**src/rtl/core/lrnu_pkg.sv**
```systemverilog
// ----------------------------------------------------------------------------
// lrnu_pkg
// Shared constants, opcodes and controller/datapath handshake types for the
// LFSR random number unit.
// ----------------------------------------------------------------------------
package lrnu_pkg;

  // widths fixed by the field definitions
  localparam int unsigned LFSR_W   = 32;
  localparam int unsigned SEED_W   = 32;
  localparam int unsigned OP_W     = 2;
  localparam int unsigned BCNT_W   = 6;
  localparam int unsigned RANGE_W  = 32;
  localparam int unsigned RES_W    = 33;

  // feedback taps (bit 0 is the output bit)
  localparam int unsigned TAP_A = 1;
  localparam int unsigned TAP_B = 2;
  localparam int unsigned TAP_C = 22;

  // draw and fraction sizing
  localparam int unsigned MAX_BITS      = 32;
  localparam int unsigned FRACTION_BITS = 16;
  localparam int unsigned CNT_W         = $clog2(MAX_BITS + 1);
  localparam int unsigned DCNT_W        = $clog2(FRACTION_BITS + 1);
  localparam int unsigned FRAC_W        = FRACTION_BITS + 1;
  localparam int unsigned DIFF_W        = RANGE_W + 1;
  localparam int unsigned PROD_W        = DIFF_W + FRAC_W + 1;

  // opcodes
  localparam logic [OP_W-1:0] OP_UNSIGNED = 2'd0;
  localparam logic [OP_W-1:0] OP_SIGNED   = 2'd1;
  localparam logic [OP_W-1:0] OP_FRACTION = 2'd2;
  localparam logic [OP_W-1:0] OP_RANGE    = 2'd3;

  // controller -> datapath
  typedef struct packed {
    logic load;      // capture request, seed the LFSR if it is zero
    logic draw;      // one LFSR step, shift one bit into the value (first bit: sign, in signed mode)
    logic div_init;  // set up the fraction divide
    logic div_step;  // one restoring divide step
    logic mul;       // range width times fraction
    logic fin;       // write the output register
  } cmd_t;

  // datapath -> controller
  typedef struct packed {
    logic            cnt_zero;
    logic            div_done;
    logic [OP_W-1:0] opcode;
  } sts_t;

endpackage

```
**src/rtl/core/lrnu_in_if.sv**
```systemverilog
// ----------------------------------------------------------------------------
// lrnu_in_if
// Request channel: valid/ready with opcode, bit count and range bounds.
// ----------------------------------------------------------------------------
interface lrnu_in_if;
  logic                                 valid;
  logic                                 ready;
  logic [lrnu_pkg::OP_W-1:0]            opcode;
  logic [lrnu_pkg::BCNT_W-1:0]          bit_count;
  logic signed [lrnu_pkg::RANGE_W-1:0]  range_low;
  logic signed [lrnu_pkg::RANGE_W-1:0]  range_high;

  modport source (output valid, opcode, bit_count, range_low, range_high, input ready);
  modport sink   (input valid, opcode, bit_count, range_low, range_high, output ready);
endinterface

```
**src/rtl/core/lrnu_out_if.sv**
```systemverilog
// ----------------------------------------------------------------------------
// lrnu_out_if
// Result channel: valid/ready with the 33-bit signed result.
// ----------------------------------------------------------------------------
interface lrnu_out_if;
  logic                              valid;
  logic                              ready;
  logic signed [lrnu_pkg::RES_W-1:0] random_result;

  modport source (output valid, random_result, input ready);
  modport sink   (input valid, random_result, output ready);
endinterface

```
**src/rtl/core/lrnu_datapath.sv**
```systemverilog
// ----------------------------------------------------------------------------
// lrnu_datapath
// LFSR, bit accumulator, serial fraction divider, range multiplier and the
// output payload register.
// ----------------------------------------------------------------------------
module lrnu_datapath (
  input  logic                                clk,
  input  logic                                rst_n,
  input  logic [lrnu_pkg::OP_W-1:0]           in_opcode,
  input  logic [lrnu_pkg::BCNT_W-1:0]         in_bit_count,
  input  logic signed [lrnu_pkg::RANGE_W-1:0] in_range_low,
  input  logic signed [lrnu_pkg::RANGE_W-1:0] in_range_high,
  input  logic                                cfg_we,
  input  logic [lrnu_pkg::SEED_W-1:0]         cfg_data,
  input  lrnu_pkg::cmd_t                      cmd,
  output lrnu_pkg::sts_t                      sts,
  output logic signed [lrnu_pkg::RES_W-1:0]   result
);

  logic [lrnu_pkg::SEED_W-1:0]          seed_r;
  logic [lrnu_pkg::LFSR_W-1:0]          lfsr_r, lfsr_nxt;
  logic [lrnu_pkg::OP_W-1:0]            op_r;
  logic [lrnu_pkg::CNT_W-1:0]           n_r, n_nxt;
  logic [lrnu_pkg::CNT_W-1:0]           cnt_r;
  logic                                 first_r;
  logic                                 sign_r;
  logic [lrnu_pkg::MAX_BITS-1:0]        acc_r;
  logic signed [lrnu_pkg::DIFF_W-1:0]   lo_r;
  logic signed [lrnu_pkg::DIFF_W-1:0]   diff_r;
  logic [lrnu_pkg::MAX_BITS-1:0]        rem_r;
  logic [lrnu_pkg::FRACTION_BITS-1:0]   quo_r;
  logic [lrnu_pkg::DCNT_W-1:0]          dcnt_r;
  logic signed [lrnu_pkg::PROD_W-1:0]   prod_r;
  logic signed [lrnu_pkg::RES_W-1:0]    result_r, result_nxt;

  logic                                 fb;
  logic [lrnu_pkg::MAX_BITS-1:0]        den;
  logic [lrnu_pkg::MAX_BITS:0]          rem_sh;
  logic                                 rem_ge;
  logic [lrnu_pkg::FRAC_W-1:0]          frac;
  logic [lrnu_pkg::RES_W-1:0]           mag;

  // clamp the request count: 0..MAX in most modes, 2..MAX in signed mode
  always_comb begin
    if (in_bit_count > lrnu_pkg::BCNT_W'(lrnu_pkg::MAX_BITS)) begin
      n_nxt = lrnu_pkg::CNT_W'(lrnu_pkg::MAX_BITS);
    end else begin
      n_nxt = lrnu_pkg::CNT_W'(in_bit_count);
    end
    if (in_opcode == lrnu_pkg::OP_SIGNED && n_nxt < lrnu_pkg::CNT_W'(2)) begin
      n_nxt = lrnu_pkg::CNT_W'(2);
    end
  end

  assign fb = lfsr_r[0] ^ lfsr_r[lrnu_pkg::TAP_A] ^ lfsr_r[lrnu_pkg::TAP_B]
            ^ lfsr_r[lrnu_pkg::TAP_C];

  always_comb begin
    lfsr_nxt = lfsr_r;
    if (cmd.load && lfsr_r == '0) begin
      lfsr_nxt = seed_r;
    end else if (cmd.draw) begin
      lfsr_nxt = {fb, lfsr_r[lrnu_pkg::LFSR_W-1:1]};
    end
  end

  // divisor 2^n - 1; zero when n is zero
  assign den    = {lrnu_pkg::MAX_BITS{1'b1}} >> (lrnu_pkg::CNT_W'(lrnu_pkg::MAX_BITS) - n_r);
  assign rem_sh = {rem_r, 1'b0};
  assign rem_ge = rem_sh >= {1'b0, den};

  // r == 2^n-1 is exactly one; the divider result is only used for r below that
  always_comb begin
    if (n_r == '0) begin
      frac = '0;
    end else if (acc_r == den) begin
      frac = lrnu_pkg::FRAC_W'(1) << lrnu_pkg::FRACTION_BITS;
    end else begin
      frac = {1'b0, quo_r};
    end
  end

  assign mag = lrnu_pkg::RES_W'(acc_r);

  always_comb begin
    case (op_r)
      lrnu_pkg::OP_UNSIGNED: result_nxt = mag;
      lrnu_pkg::OP_SIGNED:   result_nxt = sign_r ? -mag : mag;
      lrnu_pkg::OP_FRACTION: result_nxt = lrnu_pkg::RES_W'(frac);
      lrnu_pkg::OP_RANGE:    result_nxt = lo_r
                                        + prod_r[lrnu_pkg::FRACTION_BITS +: lrnu_pkg::RES_W];
      default:               result_nxt = mag;
    endcase
  end

  always_ff @(posedge clk) begin
    if (!rst_n) begin
      seed_r <= lrnu_pkg::SEED_W'(1);
      lfsr_r <= '0;
    end else begin
      if (cfg_we) begin
        seed_r <= cfg_data;
      end
      lfsr_r <= lfsr_nxt;
    end
  end

  always_ff @(posedge clk) begin
    if (cmd.load) begin
      op_r    <= in_opcode;
      n_r     <= n_nxt;
      cnt_r   <= n_nxt;
      first_r <= 1'b1;
      sign_r  <= 1'b0;
      acc_r   <= '0;
      lo_r    <= lrnu_pkg::DIFF_W'(in_range_low);
      diff_r  <= lrnu_pkg::DIFF_W'(in_range_high) - lrnu_pkg::DIFF_W'(in_range_low);
    end
    if (cmd.draw) begin
      cnt_r <= cnt_r - lrnu_pkg::CNT_W'(1);
      if (op_r == lrnu_pkg::OP_SIGNED && first_r) begin
        sign_r  <= lfsr_r[0];
        first_r <= 1'b0;
      end else begin
        acc_r <= {acc_r[lrnu_pkg::MAX_BITS-2:0], lfsr_r[0]};
      end
    end
    if (cmd.div_init) begin
      rem_r  <= acc_r;
      quo_r  <= '0;
      dcnt_r <= lrnu_pkg::DCNT_W'(lrnu_pkg::FRACTION_BITS);
    end
    if (cmd.div_step) begin
      dcnt_r <= dcnt_r - lrnu_pkg::DCNT_W'(1);
      if (rem_ge) begin
        rem_r <= lrnu_pkg::MAX_BITS'(rem_sh - {1'b0, den});
      end else begin
        rem_r <= rem_sh[lrnu_pkg::MAX_BITS-1:0];
      end
      quo_r <= {quo_r[lrnu_pkg::FRACTION_BITS-2:0], rem_ge};
    end
    if (cmd.mul) begin
      // both factors sign-extended to the full product width
      prod_r <= lrnu_pkg::PROD_W'(diff_r) * lrnu_pkg::PROD_W'($signed({1'b0, frac}));
    end
    if (cmd.fin) begin
      result_r <= result_nxt;
    end
  end

  assign sts.cnt_zero = (cnt_r == '0);
  assign sts.div_done = (dcnt_r == '0);
  assign sts.opcode   = op_r;
  assign result       = result_r;

endmodule

```
**src/rtl/core/lrnu_ctrl.sv**
```systemverilog
// ----------------------------------------------------------------------------
// lrnu_ctrl
// Request sequencer: accept, draw bits, divide, multiply, write result.
// Owns the handshakes and the output valid flag.
// ----------------------------------------------------------------------------
module lrnu_ctrl (
  input  logic           clk,
  input  logic           rst_n,
  input  logic           in_valid,
  output logic           in_ready,
  output logic           out_valid,
  input  logic           out_ready,
  output lrnu_pkg::cmd_t cmd,
  input  lrnu_pkg::sts_t sts
);

  localparam logic [2:0] S_IDLE = 3'd0;
  localparam logic [2:0] S_DRAW = 3'd1;
  localparam logic [2:0] S_DIV  = 3'd2;
  localparam logic [2:0] S_MUL  = 3'd3;
  localparam logic [2:0] S_FIN  = 3'd4;

  logic [2:0] state_r, state_nxt;
  logic       out_valid_r, out_valid_nxt;
  logic       slot_free;

  assign slot_free = !out_valid_r || out_ready;
  assign in_ready  = (state_r == S_IDLE);

  always_comb begin
    state_nxt = state_r;
    cmd       = '0;
    case (state_r)
      S_IDLE: begin
        if (in_valid) begin
          cmd.load  = 1'b1;
          state_nxt = S_DRAW;
        end
      end
      S_DRAW: begin
        if (!sts.cnt_zero) begin
          cmd.draw = 1'b1;
        end else if (sts.opcode == lrnu_pkg::OP_FRACTION
                  || sts.opcode == lrnu_pkg::OP_RANGE) begin
          cmd.div_init = 1'b1;
          state_nxt    = S_DIV;
        end else begin
          state_nxt = S_FIN;
        end
      end
      S_DIV: begin
        if (!sts.div_done) begin
          cmd.div_step = 1'b1;
        end else if (sts.opcode == lrnu_pkg::OP_RANGE) begin
          state_nxt = S_MUL;
        end else begin
          state_nxt = S_FIN;
        end
      end
      S_MUL: begin
        cmd.mul   = 1'b1;
        state_nxt = S_FIN;
      end
      S_FIN: begin
        if (slot_free) begin
          cmd.fin   = 1'b1;
          state_nxt = S_IDLE;
        end
      end
      default: begin
        state_nxt = S_IDLE;
      end
    endcase
  end

  always_comb begin
    out_valid_nxt = out_valid_r;
    if (out_valid_r && out_ready) begin
      out_valid_nxt = 1'b0;
    end
    if (cmd.fin) begin
      out_valid_nxt = 1'b1;
    end
  end

  always_ff @(posedge clk) begin
    if (!rst_n) begin
      state_r     <= S_IDLE;
      out_valid_r <= 1'b0;
    end else begin
      state_r     <= state_nxt;
      out_valid_r <= out_valid_nxt;
    end
  end

  assign out_valid = out_valid_r;

  // an accepted beat always starts the draw phase
  a_accept_to_draw: assert property (@(posedge clk) disable iff (!rst_n)
    in_valid && in_ready |=> state_r == S_DRAW)
    else $error("accepted request did not enter draw phase");

  // never more than one datapath command per cycle
  a_cmd_onehot: assert property (@(posedge clk) disable iff (!rst_n)
    $onehot0(cmd))
    else $error("conflicting datapath commands");

  // result register is only overwritten when its beat is gone or leaving
  a_fin_slot: assert property (@(posedge clk) disable iff (!rst_n)
    cmd.fin |-> (!out_valid_r || out_ready))
    else $error("result overwritten before it was taken");

  // a new result only appears out of the finish state
  a_valid_from_fin: assert property (@(posedge clk) disable iff (!rst_n)
    $rose(out_valid_r) |-> $past(state_r == S_FIN))
    else $error("out valid raised outside finish state");

  // no divide step once the step counter ran out
  a_div_bound: assert property (@(posedge clk) disable iff (!rst_n)
    cmd.div_step |-> state_r == S_DIV && !sts.div_done)
    else $error("divide stepped past its length");

endmodule

```
**src/rtl/core/lfsr_random_number_unit.sv**
```systemverilog
// ----------------------------------------------------------------------------
// lfsr_random_number_unit
// 32-bit Fibonacci LFSR random number unit: unsigned, sign-magnitude,
// Q1.16 fraction and Q16.16 ranged results, one bit drawn per cycle.
// ----------------------------------------------------------------------------
//
//  channel   | dir | handshake        | payload
//  ----------+-----+------------------+------------------------------------------
//  in_ch     | in  | valid/ready      | opcode[1:0] bit_count[5:0]
//            |     |                  | range_low[31:0] range_high[31:0] (signed)
//  out_ch    | out | valid/ready      | random_result[32:0] (signed)
//  cfg_*     | in  | cfg_we, no ready | cfg_data[31:0] -> seed value
//
//  Sequence, n = clamped bit count: unsigned/signed draw n bits, then finish;
//  fraction adds the divide, range the divide and the multiply. The next beat
//  can be taken in the cycle after the result is written. The serial LFSR step
//  (one bit per cycle) and the 16-step restoring divider set the request time.
//  One request is in flight at a time; in_ch.ready is high while idle, also
//  while a finished beat still sits in the output register.
//  Reset: seed value 1, shift register 0 (seeded at the first request).
//  A stalled output holds the sequencer in its finish state, nothing is lost.
//
module lfsr_random_number_unit (
  input  logic                        clk,
  input  logic                        rst_n,
  lrnu_in_if.sink                     in_ch,
  lrnu_out_if.source                  out_ch,
  input  logic                        cfg_we,
  input  logic [lrnu_pkg::SEED_W-1:0] cfg_data
);

  lrnu_pkg::cmd_t cmd;
  lrnu_pkg::sts_t sts;

  // sequencer: handshakes and command issue
  lrnu_ctrl u_ctrl (
    .clk       (clk),
    .rst_n     (rst_n),
    .in_valid  (in_ch.valid),
    .in_ready  (in_ch.ready),
    .out_valid (out_ch.valid),
    .out_ready (out_ch.ready),
    .cmd       (cmd),
    .sts       (sts)
  );

  // datapath: LFSR, accumulator, divider, multiplier, result register
  lrnu_datapath u_dp (
    .clk           (clk),
    .rst_n         (rst_n),
    .in_opcode     (in_ch.opcode),
    .in_bit_count  (in_ch.bit_count),
    .in_range_low  (in_ch.range_low),
    .in_range_high (in_ch.range_high),
    .cfg_we        (cfg_we),
    .cfg_data      (cfg_data),
    .cmd           (cmd),
    .sts           (sts),
    .result        (out_ch.random_result)
  );

endmodule

```
**src/flat_wrapper.sv**
```systemverilog
// flat-port wrapper written by rule: the top's interface ports become plain ports
module lfsr_random_number_unit_flat 
  (clk, rst_n, cfg_we, cfg_data, in_ch_valid, in_ch_opcode, in_ch_bit_count, in_ch_range_low, in_ch_range_high, in_ch_ready, out_ch_valid, out_ch_random_result, out_ch_ready);
  lrnu_in_if in_ch_i ();
  lrnu_out_if out_ch_i ();
  input  logic clk;
  input  logic rst_n;
  input  logic cfg_we;
  input  logic [lrnu_pkg::SEED_W-1:0] cfg_data;
  input wire logic [$bits(in_ch_i.valid)-1:0] in_ch_valid;
  input wire logic [$bits(in_ch_i.opcode)-1:0] in_ch_opcode;
  input wire logic [$bits(in_ch_i.bit_count)-1:0] in_ch_bit_count;
  input wire logic [$bits(in_ch_i.range_low)-1:0] in_ch_range_low;
  input wire logic [$bits(in_ch_i.range_high)-1:0] in_ch_range_high;
  output wire logic [$bits(in_ch_i.ready)-1:0] in_ch_ready;
  output wire logic [$bits(out_ch_i.valid)-1:0] out_ch_valid;
  output wire logic [$bits(out_ch_i.random_result)-1:0] out_ch_random_result;
  input wire logic [$bits(out_ch_i.ready)-1:0] out_ch_ready;
  assign in_ch_i.valid = in_ch_valid;
  assign in_ch_i.opcode = in_ch_opcode;
  assign in_ch_i.bit_count = in_ch_bit_count;
  assign in_ch_i.range_low = in_ch_range_low;
  assign in_ch_i.range_high = in_ch_range_high;
  assign in_ch_ready = in_ch_i.ready;
  assign out_ch_valid = out_ch_i.valid;
  assign out_ch_random_result = out_ch_i.random_result;
  assign out_ch_i.ready = out_ch_ready;
  lfsr_random_number_unit u_core (.clk(clk), .rst_n(rst_n), .in_ch(in_ch_i), .out_ch(out_ch_i), .cfg_we(cfg_we), .cfg_data(cfg_data));
endmodule
```
**config.mk**
```make
export PLATFORM = sky130hd
export DESIGN_NAME = lfsr_random_number_unit_flat
export DESIGN_NICKNAME = d
export VERILOG_FILES = /design/src/rtl/core/lrnu_pkg.sv /design/src/rtl/core/lrnu_in_if.sv /design/src/rtl/core/lrnu_out_if.sv /design/src/rtl/core/lrnu_datapath.sv /design/src/rtl/core/lrnu_ctrl.sv /design/src/rtl/core/lfsr_random_number_unit.sv /design/src/flat_wrapper.sv
export SDC_FILE = /design/constraint.sdc
export NUM_CORES = 2
export LEC_CHECK = 0
export ABC_CLOCK_PERIOD_IN_PS = 10020
export BUFFER_PORTS_ARGS = -buffer_cell sky130_fd_sc_hd__buf_2
export CAP_MARGIN = 0
export CELL_PAD_IN_SITES_DETAIL_PLACEMENT = 0
export CELL_PAD_IN_SITES_GLOBAL_PLACEMENT = 2
export CORE_MARGIN = 10
export CORE_UTILIZATION = 37
export DETAILED_ROUTE_END_ITERATION = 12
export PLACE_DENSITY_LB_ADDON = 0.1
export RECOVER_POWER = 25
export SYNTH_ARGS = -nofsm -noshare
export SYNTH_HDL_FRONTEND = slang
export SYNTH_SLANG_ARGS = --single-unit
```
**constraint.sdc**
```tcl
create_clock -name clk -period 10.02 [get_ports clk]
set_clock_uncertainty 0.05 [all_clocks]
set_input_delay 0.501 -clock clk [delete_from_list [all_inputs] [get_ports clk]]
set_output_delay 0.501 -clock clk [all_outputs]
set_load 0.01 [all_outputs]
```
; ---- Yosys cells after proc, flatten, opt, wreduce, memory -nomap -nowiden
; Index checks and enable logic that the tools add are counted.
[word_totals]
romBits = 0
latchBits = 0
mem_count = 0
regBits = 316
ramBits = 0
word_cells = 109
input_bits = 109
out_inout_bits = 35
[classes]
shifts = 1
multipliers = 1
addsub = 7
order_cmp = 3
n_reduce_logical = 18
n_eq_ne = 13
n_mux = 46
div_mod_pow = 0
n_bitwise = 3
[ops]
columns = cell, n
row1 = $mux 32, 8
row2 = $pmux 33 s4, 1
row3 = $mul 33x18->49, 1
row4 = $mux 17, 2
row5 = $add 33x33->33, 1
row6 = $ge 33x32->1, 1
row7 = $mux 33, 1
row8 = $neg 32->33, 1
row9 = $sub 32x32->33, 1
row10 = $eq 32x32->1, 1
row11 = $logic_not 32->1, 1
row12 = $mux 16, 2
row13 = $shr 32x6->32 const A, 1
row14 = $sub 32x32->32, 1
row15 = $mux 6, 4
row16 = $mux 1, 18
row17 = $mux 3, 6
row18 = $pmux 3 s5, 1
row19 = $logic_not 6->1, 2
row20 = $mux 5, 2
row21 = $ne 2x2->1 const B, 4
row22 = $reduce_bool 2->1, 4
row23 = $eq 3x2->1 const B, 2
row24 = $gt 6x6->1 const B, 1
row25 = other kinds (17), 25

; ---- Longest topological paths before layout
[depth]
word_depth = 7
ltp_mapped = 42
ltp_nobuf = 36

; ---- Hierarchy
; A second synthesis with hierarchy kept.
[hier_totals]
hier_cells = 4029
hier_area_um2 = 36931.7
[by_module_without_submodules]
columns = module, area_each_um2, n_inst, cells_per_inst, seq_area_each_um2
row1 = lrnu_datapath, 36621.4, 1, 3995, 7907.6
row2 = lrnu_ctrl, 310.3, 1, 34, 80.1

; ---- Worst setup path after synthesis
; OpenSTA, ideal clock, no wires.
[synth_timing]
path_type = reg-to-reg
start = reg u_core.u_dp.n_r[0] (netlist bit)
end = reg u_core.u_dp.prod_r[42] (netlist bit) (data pin)
setup_ns = 0.265
synth_period_minus_slack_ns = 9.303
t_arrival_ns = 8.988
n_path_buf = 6
stages_incl_launch_ff = 39
required_time_ns = 9.705
path_slack_ns = 0.717
cell_sequence = edfxtp_1 > clkbuf_1 > inv_1 > ha_1 > o21bai_1 > a211o_1 > and2_1 > clkbuf_1 > or4_1 > a21oi_1 > o2111ai_1 > and4bb_1 > buf_4 > nor2_2 > buf_6 > buf_2 > buf_2 > and3_1 > [... 3 more ...] > fa_1 > inv_1 > fa_1 > fa_1 > inv_1 > fa_1 > inv_1 > ha_1 > a2111oi_0 > o21ai_0 > o21a_1 > o2bb2ai_1 > o31ai_1 > or3b_2 > a21o_1 > a21oi_1 > o21ai_0 > xor2_1
[synth_between]
elab_chain_len = 6
elab_cells_between_ends = 7
classes_between = add/sub (1) / mul (1) / eq/ne (1) / shift (1) / mux (2) / reduce/logical (1)
[synth_rtl]
columns = element, line
row1 = from (decl), lrnu_datapath.sv:23  ; logic [lrnu_pkg::CNT_W-1:0] n_r, n_nxt;
row2 = from (signal assigned), lrnu_datapath.sv:111  ; n_r <= n_nxt;
row3 = $sub 6x6->6, lrnu_datapath.sv:68  ; assign den = {lrnu_pkg::MAX_BITS{1'b1}} >> (lrnu_pkg::CNT_W'(lrnu_pkg::MAX_BITS) - n_r);
row4 = $shr 32x6->32, lrnu_datapath.sv:68
row5 = $eq 32x32->1, lrnu_datapath.sv:76  ; end else if (acc_r == den) begin
row6 = $mux 17, lrnu_datapath.sv:76
row7 = $mux 17 *, lrnu_datapath.sv:74  ; if (n_r == '0) begin
row8 = $mul 33x18->49 *, lrnu_datapath.sv:144  ; prod_r <= lrnu_pkg::PROD_W'(diff_r) * lrnu_pkg::PROD_W'($signed({1'b0, frac}));
row9 = to (signal assigned), lrnu_datapath.sv:144
row10 = to (decl), lrnu_datapath.sv:33  ; logic signed [lrnu_pkg::PROD_W-1:0] prod_r;
; Mark *: on every way between the ends. The rest lies on a longest branch, timed or not.
; A chain may end at the register's enable or synchronous reset.

; ---- Final worst setup path
; Ends and elaborated chain as after synthesis.

==> summary.txt <==
Worst setup path
  – Crit-path max cell delay: 0.55 ns
  – Worst r2r src: u_core.u_dp.n_r[0]
  – Required @ worst endpoint: 10.28 ns
  – Worst R2R End: u_core.u_dp.prod_r[42]
  – Crit path launch: u_core.u_dp.n_r[0]
  – CP most frequent cell: fa_1
  – WS Path Type: reg2reg
  – CP arrival: 9.97 ns
  – Crit start category: flop
  – Crit path max-delay cell type: or4_4
  – Critical path capture point type: flop
  – R2r worst-path depth: 37
  – R2r setup slk: 0.31 ns
  – End point of the critical path: u_core.u_dp.prod_r[42]
  – CP max FO: 15

Timing
  – Final hold violations: 0
  – Fin crit share: 96.92%
  – Slew of the pin with the lowest slew margin: 2.418 ns
  – Final critical-path required period: roughly 9.7 ns
  – FMAX: 103.0 MHz
  – RSZ-0062 raised after global routing: true
  – Setup-failing EPs final: 0
  – Relative slew slack: -61.23%
  – Slew Viols, Final: 67
  – Setup TNS: 0 ns

GRT
  – Initial antenna violation count: 7
  – Remaining Overflow, GRT: 0
  – Vias in the first global route: 29670
  – First-pass GRT wire length: 186200 um
  – GR Util All Layers: a little over a fifth
  – Largest net degree at the start of global routing: a little over 70

Synth
  – #FFs+latches synth: 300
  – Area of the mapped netlist: 36740 sq um
  – Top post-synthesis cells by area: fa_1, edfxtp_1, ha_1, inv_1, dfxtp_1
  – Cells after Synth: 4020
  – Area leader, netlist: fa_1
  – Syn nets: between 4000 and 5000
  – Synth cell types: 88
  – Synth top area share: 28.55%
  – Syn avg cell area: 9.139 sq um
  – Register area share after synthesis: a little over a fifth
  – Synth Warn #: 0
  – Number of enable flip-flop cells after synthesis: 198
  – Asr flop ratio synth: 0%
  – Ys flop type: edfxtp_1

Floorplan
  – FP Rows: around 120
  – Core Box Area: slightly below 100000 sq um
  – Die width: around 340 um
  – Die extent in y: 335.1 um
  – Starting density of the core: 37.33%
  – Full die area: 112300 sq um
  – I/O pin total: 144

Final layout
  – # fillers: 10090
  – Area growth syn-to-layout: 11.74%
  – Most common cell after layout, fill and taps aside: inv_1
  – Fraction of layout cells with a size suffix above 1: 9.203%
  – Commonest non-fill, non-tap cells in the layout: inv_1, fa_1, nand2_1
  – Nets: 5029

Clock network
  – CTS root buf: clkbuf_16
  – Htree depth: 2
  – Clk buf depth: 3
  – CTS tree: built
  – Cts bufs inserted: 34
  – Later-pin clock latency in the skew report: 0.57 ns
  – Clock transition at path regs: 0.06 ns
  – CTS sink count: 300

Routing
  – WL/cell: roughly 22 um
  – DR pass1 iterations: 5
  – Remaining DRCs: 0
  – Iteration-0 DRC Markers: 1960
  – Vias per Instance: 5.164
  – Via Count: 28380
  – ANT nets after route: 0
  – Routed wire length: 121900 um

Run
  – Max Cap Viol: 2

Place
  – Gpl congestion: approximately 0.9
  – Hpwl dp: roughly 95000 um
  – PortBufs: about 140

Run status
  – Violated checks: max-capacitance violations, max-slew violations
  – Status: complete, but fails checks

Worst hold path
  – Hold crit path type: in2reg
-- sequential cells by signal, summed over array words and instances, names as in the netlist, 16 cells and up --
register,flops
u_core.u_dp.acc_r,32
u_core.u_dp.diff_r,33
u_core.u_dp.lfsr_r,32
u_core.u_dp.lo_r,32
u_core.u_dp.prod_r,33
u_core.u_dp.quo_r,16
u_core.u_dp.rem_r,32
u_core.u_dp.result,33
u_core.u_dp.seed_r,32
-- worst max-delay path: cells and delay by family, from the launching register on --
family / cells / cell delay [ns]
xor gates and xnor gates: 1 / 0.15
AOI/OAI and AO/OA: 11 / 2.39
DFF: 1 / 0.40
buffers and inverters: 11 / 1.29
adders and majority gates: 7 / 3.28
and+or+nand+nor: 7 / 1.87
-- repair_timing --
item,CTS,global route
pin swaps,2,10
endpoints found under the setup margin,12,18
buffers inserted,0,3
hold buffers,0,0
resized for setup,10,38
-- cell usage after synthesis, drive strengths merged, types with 15 or more instances --
master	n
a21o	76
a21oi	172
a22oi	33
a31oi	15
and2	171
and3	194
buf	51
clkbuf	164
dfxtp	102
edfxtp	198
fa	524
ha	216
inv	699
mux2i	51
nand2	494
nand2b	25
nand3	29
nand4	18
nor2	147
nor2b	20
nor3	51
nor4	17
o21a	24
o21ai	143
o21bai	15
o22ai	17
o31ai	18
xnor2	102
xor2	64
-- final cells by class --
class                           count  area [sq um]  share of cell area (%)
Multi-Input combinational cell   2806         25490                   62.11
Sequential cell                   300          7988                   19.46
Inverter                          699          2625                   6.395
Timing Repair Buffer              339          2181                   5.313
Tap cell                         1287          1610                   3.923
Clock buffer                       42         922.1                   2.246
Clock inverter                     19         220.2                  0.5364
Antenna cell                        4         10.01                 0.02438
-- routing by layer --
layer | share of wire, % | vias to the layer above | track usage, %
li1 | - | 13340 | -
met3 | 4.9 | 101 | 3.166
met4 | 1.9 | 4 | 4.503
met2 | 46 | 603 | 35.08
met5 | 0.015 | - | 0.1771
met1 | 47 | 14330 | 30.92
-- kinds of logic after synthesis --
kind of cell / after synthesis / synth area share, %
xor+xnor: 166 / 3.958
buf+inv: 914 / 9.574
mux: 52 / 1.420
simple gates: 1219 / 16.43
compound gates: 629 / 10.97
flops: 300 / 21.74
fa+ha+maj: 740 / 35.91
-- worst min path at each step --
stage / from / end / slack, ns / depth (start not counted)
2_1_floorplan: u_core.u_dp.seed_r[0] / u_core.u_dp.seed_r[0] / 0.39 / 2
3_3_place_gp: u_core.u_dp.sign_r / u_core.u_dp.sign_r / 0.41 / 2
3_5_place_dp: u_core.u_dp.lfsr_r[23] / u_core.u_dp.lfsr_r[23] / 0.41 / 2
4_1_cts: in_ch_range_low[27] / u_core.u_dp.lo_r[27] / 0.05 / 1
5_1_grt: rst_n / u_core.u_dp.seed_r[0] / 0.08 / 2
6_report: rst_n / u_core.u_dp.seed_r[0] / 0.08 / 2
-- through the flow --
step	hold slack, ns	cells	setup slack, ns	utilization [%]	area [sq um]
2_1_floorplan	0.3905	4020	0.7167	-	36740
3_3_place_gp	0.4130	5428	-0.2616	40.43	39790
3_5_place_dp	0.4148	5428	-0.2137	40.43	39790
5_1_grt	0.07653	5492	-0.05375	41.70	41040
6_report	0.08400	5496	0.3088	41.71	41050
4_1_cts	0.05090	5489	0.01851	41.62	40960
Power is not shown: default switching activity piles up to over one toggle a cycle in this logic, so the estimate is an artifact.
